**src/hdl/pda_pkg.sv**
```systemverilog
// Shared constants, types and the controller state encoding for the
// pairwise diversity accumulator. No dependencies.
package pda_pkg;

  localparam int MaxInd   = 256;
  localparam int IdxW     = $clog2(MaxInd);
  localparam int CntW     = $clog2(MaxInd + 1);
  localparam int Cells    = MaxInd * (MaxInd + 1) / 2;
  localparam int CaddrW   = $clog2(Cells);
  localparam int AccW     = 48;
  localparam int CntFldW  = 8;
  localparam int CovW     = CntFldW + 1;
  localparam int WincW    = 2 * CovW;
  localparam int DincW    = 2 * CntFldW + 1;
  localparam int OutW     = 48;
  localparam int CfgAddrW = 2;

  localparam logic REQ_COUNT = 1'b0;
  localparam logic REQ_READ  = 1'b1;
  localparam logic [CfgAddrW-1:0] REG_NUM_IND = '0;

  typedef enum logic [2:0] {
    ST_CLEAR,
    ST_IDLE,
    ST_SWEEP,
    ST_DRAIN,
    ST_RADDR,
    ST_RDATA
  } state_t;

  typedef struct packed {
    logic clr;
    logic load_item;
    logic issue;
    logic load_read;
    logic rd_issue;
    logic out_load;
  } cmd_t;

  typedef struct packed {
    logic clr_last;
    logic j_last;
    logic pipe_idle;
    logic out_busy;
  } status_t;

endpackage

```
**src/hdl/pda_ctrl.sv**
```systemverilog
// Controller state machine: clearing pass, per-item cell sweep and cell reads.
// Depends on pda_pkg.
module pda_ctrl import pda_pkg::*; (
  input  logic    clk,
  input  logic    rst_n,
  input  logic    in_valid,
  input  logic    in_req_type,
  output logic    in_ready,
  input  status_t st,
  output cmd_t    cmd
);

  state_t state_r, state_nxt;

  always_ff @(posedge clk) begin
    if (!rst_n) begin
      state_r <= ST_CLEAR;
    end else begin
      state_r <= state_nxt;
    end
  end

  always_comb begin
    state_nxt = state_r;
    cmd       = '0;
    in_ready  = 1'b0;
    unique case (state_r)
      ST_CLEAR: begin
        cmd.clr = 1'b1;
        if (st.clr_last) state_nxt = ST_IDLE;
      end
      ST_IDLE: begin
        // A read waits until the previous result has been taken.
        in_ready = !(in_req_type == REQ_READ && st.out_busy);
        if (in_valid && in_ready) begin
          if (in_req_type == REQ_COUNT) begin
            cmd.load_item = 1'b1;
            state_nxt     = ST_SWEEP;
          end else begin
            cmd.load_read = 1'b1;
            state_nxt     = ST_RADDR;
          end
        end
      end
      ST_SWEEP: begin
        cmd.issue = 1'b1;
        if (st.j_last) state_nxt = ST_DRAIN;
      end
      ST_DRAIN: begin
        if (st.pipe_idle) state_nxt = ST_IDLE;
      end
      ST_RADDR: begin
        cmd.rd_issue = 1'b1;
        state_nxt    = ST_RDATA;
      end
      ST_RDATA: begin
        cmd.out_load = 1'b1;
        state_nxt    = ST_IDLE;
      end
      default: state_nxt = ST_CLEAR;
    endcase
  end

endmodule

```
**config.mk**
```make
export PLATFORM = sky130hd
export DESIGN_NAME = pda_ctrl
export DESIGN_NICKNAME = d
export VERILOG_FILES = /design/src/hdl/pda_pkg.sv /design/src/hdl/pda_ctrl.sv
export SDC_FILE = /design/constraint.sdc
export NUM_CORES = 1
export LEC_CHECK = 0
export BUFFER_PORTS_ARGS = -buffer_cell sky130_fd_sc_hd__buf_2
export CORE_AREA = 2 2 39 41
export DETAILED_ROUTE_END_ITERATION = 7
export DIE_AREA = 0 0 41 43
export GPL_ROUTABILITY_DRIVEN = 1
export PLACE_DENSITY = 0.45
export RECOVER_POWER = 100
export SLEW_MARGIN = 20
export SYNTH_ARGS = -nofsm -noshare
export SYNTH_HDL_FRONTEND = slang
export SYNTH_SLANG_ARGS = --single-unit
```
**constraint.sdc**
```tcl
create_clock -name clk -period 3.36 [get_ports clk]
set_clock_uncertainty 0.05 [all_clocks]
set_input_delay 0.336 -clock clk [delete_from_list [all_inputs] [get_ports clk]]
set_output_delay 0.336 -clock clk [all_outputs]
set_load 0.01 [all_outputs]
```
After elaboration in Yosys (flattened, before gate mapping)
Cells that the tools add are included.
- flip-flop bits (word level): 3
- bits in latches: 0
- RAM bits: 0
- bits in read-only memories: 0
- bits of input ports: 8
- output and inout bits: 7
- word-level logic and storage cells: 32
- memories kept: 0
- add/subtract/negate cells: 0
- multipliers: 0
- div/mod/pow operators: 0
- order comparisons: 0
- eq/ne operators: 9
- shift-type cells: 0
- muxes and demuxes: 17
- bitwise operators: 0
- reductions and logical operators: 5
- operators with widths (cell ; count):
    one-hot mux 3 bit (6 select lines) ; 1
    two-way mux 3 bit ; 5
    two-way mux 1 bit ; 11
    inequality test 2 bit, second input constant ; 4
    equality test 3 x 2 -> 1 bit, second input constant ; 2
    equality test 3 bit, second input constant ; 2
    AND reduction 4 bit ; 1
    equality test 3 x 1 -> 1 bit, second input constant ; 1
    logical NOT 3 bit ; 1
    logical AND 1 bit ; 2
    logical NOT 1 bit ; 1

Longest topological paths before layout
- depth in word-level cells: 5
- gate-level depth with buffers: 5

Worst setup path after synthesis
Ideal clock, no wire load.
- kind: register to output
- start point: register state_r[2]
- end point: output port cmd[2] in the netlist's numbering
- arrival time: 1.196 ns
- required time: 2.974 ns
- slack: 1.778 ns
- stages on the path, launching flop included: 6
- buffers on the path: 1
- cell sequence: dfxtp_1 -> buf_6 -> or3b_4 -> inv_1 -> nand2_1 -> nor3_1
- RTL lines (what ; RTL line ; text):
    from (decl) ; pda_ctrl.sv:13 ; state_t state_r, state_nxt;
    from (signal assigned) ; pda_ctrl.sv:19 ; state_r <= state_nxt;
    to (decl) ; pda_ctrl.sv:10 ; output cmd_t cmd

==> run_results.csv <==
group,metric,value,unit
outcome,outcome,"finished clean",
placed_design,io_buffers,14,
clocking,cts_root_buffer,"clkbuf_4",
pwr,irDropWorstVdd,167.2,µV
yosys,yosys-top-cells-area,"dfxtp_1 (25%), inv_1 (7.8%), a21oi_1 (6.2%)",
yosys,ys_seq_area_frac,0.2487,
clocking,clk_path_buf_depth,2,
critical_path,worstPathCellList,"or3b_1 > inv_1 > nand2_1 > nor3_1 > clkbuf_1",
routing,wl_per_cell,9.076,µm
yosys,ys_warn_count,0,
global_routing,grt_overflow,0,
routing,drc,0,
placed_design,routability_cong,0.6924,
critical_path,cp_max_fo,8,
global_routing,grt_pass1_vias,244,
placed_design,place_worst_setup_slack,1.729,ns
critical_path,timing.setup.critical_path_class,"flop to output port",
min_path,worstHoldPathType,"input pin to flop",
critical_path,cp_top_family,"simple AND/OR/NAND/NOR gates",
sta,worst_pin_slew,0.3041,ns
sta,final.period_utilization,0.5765,
sta,finalHoldViolations,0,
yosys,synth_cell_type_count,19,
yosys,post_synth_xor_area_fraction,0,
final_layout,largest_reg_flops,3,
yosys,flops_latches_synth,3,
yosys,synth.most_common_cell,"inv_1",
clocking,post_cts_buffers,0,
global_routing,grt_antenna_before_repair,0,
sta,worst_rel_slew_slack,0.7954,
global_routing,wire_length_of_the_first_global_routing_pass,917,µm
sta,grt_setup_unrepaired,"no",
yosys,synthSimpleGateAreaFrac,0.3109,
final_layout,largest_register,"state_r",
placed_design,dp_cells,62,
final_layout,layout.nets,59,
clocking,tritoncts,"done",
yosys,syn_nets,41,
floorplanning,die_h,43,µm
yosys,synth_adder_area_share,0,
clocking,tritoncts_num_sinks,3,
final_layout,post_layout_nonfiller_instances,66,
sta,setup_violations,0,
critical_path,critical_path_required,2.97,ns
yosys,synth-edff-count,0,
critical_path,crit_buf_inv,2,
global_routing,grt_start_max_net_pins,10,
routing,drt-vias-per-instance,4.348,
pwr,leakagePower,0.1495,nW
yosys,ys_top_cells_by_count,"inv_1 (5), nand2_1 (4), a21oi_1 (3), dfxtp_1 (3), nor3_1 (3)",
floorplanning,die_width,41,µm
critical_path,arrival_time_at_the_worst_endpoint,1.55,ns
clocking,holdBufCountCts,0,
final_layout,areaGrowthSynthToFinish,38.86,%
clocking,clock_insertion_delay_worst_skew,0.23,ns
yosys,synth_mux_area_frac,0.04145,
yosys,async_flop_share,0,
routing,detailroute.via_count,287,
sta,totalNegativeSetupSlack,0,ns
sta,layout_min_cycle_time,1.937,ns
clocking,postCtsResizedCells,0,
floorplanning,floorplan.die_area,1763,µm²
pwr,p_total,0.0002315,W
yosys,share_of_yosys_cell_area_claimed_by_the_top_area_cell_type,0.2487,
yosys,synth_cells,33,
clocking,clkSlewWorstSetupHoldPaths,0.03,ns
yosys,post-synth-top-area-cell,"dfxtp_1",
routing,total_routed_wirelength,599,µm
flow_run,max_cap_violations,0,
final_layout,post_route_cells_drive_above_1_share,0.2800,
routing,initial_drt_pass_iterations,4,
yosys,largest_family_of_logic_cells_by_synthesized_area,"simple AND/OR/NAND/NOR gates",
critical_path,critical-path-slowest-cell,"or3b_1",
sta,max_clock_freq,516.3,MHz
critical_path,setup.worst_path.start_class,"flop",
floorplanning,num_rows,14,
clocking,numCtsBuffers,3,
routing,drt_antenna_net_count,0,
yosys,synth_compound_area_frac,0.2746,
sta,timing.final.max_slew_violations,0,
final_layout,biggest_registers_after_layout,"state_r x3",
critical_path,end_kind,"output port",
critical_path,critical-path-max-stage-delay,0.46,ns
global_routing,globalRouteTotalUtil,0.08308,
yosys,synth_cell_area,241.5,µm²
floorplanning,core_area,1384,µm²
yosys,mean_syn_cell_area,7.318,µm²
sta,post-route-worst-setup-slack,1.423,ns
clocking,ctsHtreeMaxLevel,1,
routing,drt-initial-drc-count,3,
floorplanning,starting_density_of_the_core,0.1745,
final_layout,antenna_cells_inserted,0,
floorplanning,ioPinCount,15,
pwr,power.density_cell_area,690.4,nW/µm²
yosys,synthFlopType,"dfxtp_1",
-- where the power goes --
group          internal (W)   total, W  switching (W)
sequential        0.0000452  0.0000610      0.0000158
clock             0.0000445  0.0000630      0.0000185
combinational     0.0000459   0.000107      0.0000616
-- kinds of logic (layout without fill, tap and decap cells) --
kind of cell / count (synthesis) / after routing
simple gates: 14 / 14
compound gates: 9 / 9
buf+inv: 6 / 23
mux: 1 / 1
flops: 3 / 3
-- final timing paths --
| kind | slack [ns] | to | from | cells after the start |
|---|---|---|---|---|
| setup / recovery | 1.42 | cmd[2] | state_r[0]$_SDFFE_PN0P_ | 5 |
| hold reg to reg | 0.48 | state_r[2]$_SDFFE_PN0P_ | state_r[1]$_SDFFE_PN0P_ | 1 |
| setup reg to reg | 1.94 | state_r[2]$_SDFFE_PN0P_ | state_r[0]$_SDFFE_PN0P_ | 3 |
| hold / removal | 0.33 | state_r[0]$_SDFFE_PN0P_ | rst_n | 3 |
-- worst min-delay path, stage by stage --
cell and delay (ns):
buf_2 0.11, nand2_1 0.06, mux2i_1 0.05
-- cells in the final DEF, fill, tap and decap left out, drive strengths merged --
cell	instances
a211oi	1
a21boi	1
a21oi	4
a31oi	1
and3	1
buf	7
clkbuf	11
dfxtp	3
inv	5
mux2i	1
nand2	4
nand3	1
nor2	2
nor3	3
o221ai	1
o22ai	1
or3	2
or3b	1
-- through the flow --
step | hold WS [ns] | cell area [µm²] | utilization
2_1_floorplan | 0.4201 | 241.5 | -
4_1_cts | 0.3195 | 346.6 | 0.2505
3_3_place_gp | 0.4861 | 320.3 | 0.2315
3_5_place_dp | 0.4753 | 320.3 | 0.2315
5_1_grt | 0.3489 | 335.3 | 0.2423
6_report | 0.3282 | 335.3 | 0.2423
-- final cells by class --
class                      instances  area [µm²]
sequential                         3       60.06
fill                             159        1049
clock buffer                       4       26.28
multi-input combinational         24       148.9
tap                               16       20.02
inverter                           5       18.77
timing repair buffer              14       61.31
-- layer usage --
layer / part of all wire / vias to the layer above / routed length (µm) / track usage
met5: 0 / - / 0 / 0
met4: 0 / 0 / 0 / 0.04000
met3: 0.11 / 0 / 65 / 0.06283
met2: 0.42 / 13 / 250 / 0.1094
met1: 0.47 / 123 / 283 / 0.09554
li1: - / 151 / - / -
(Power assumes the default switching activity.)
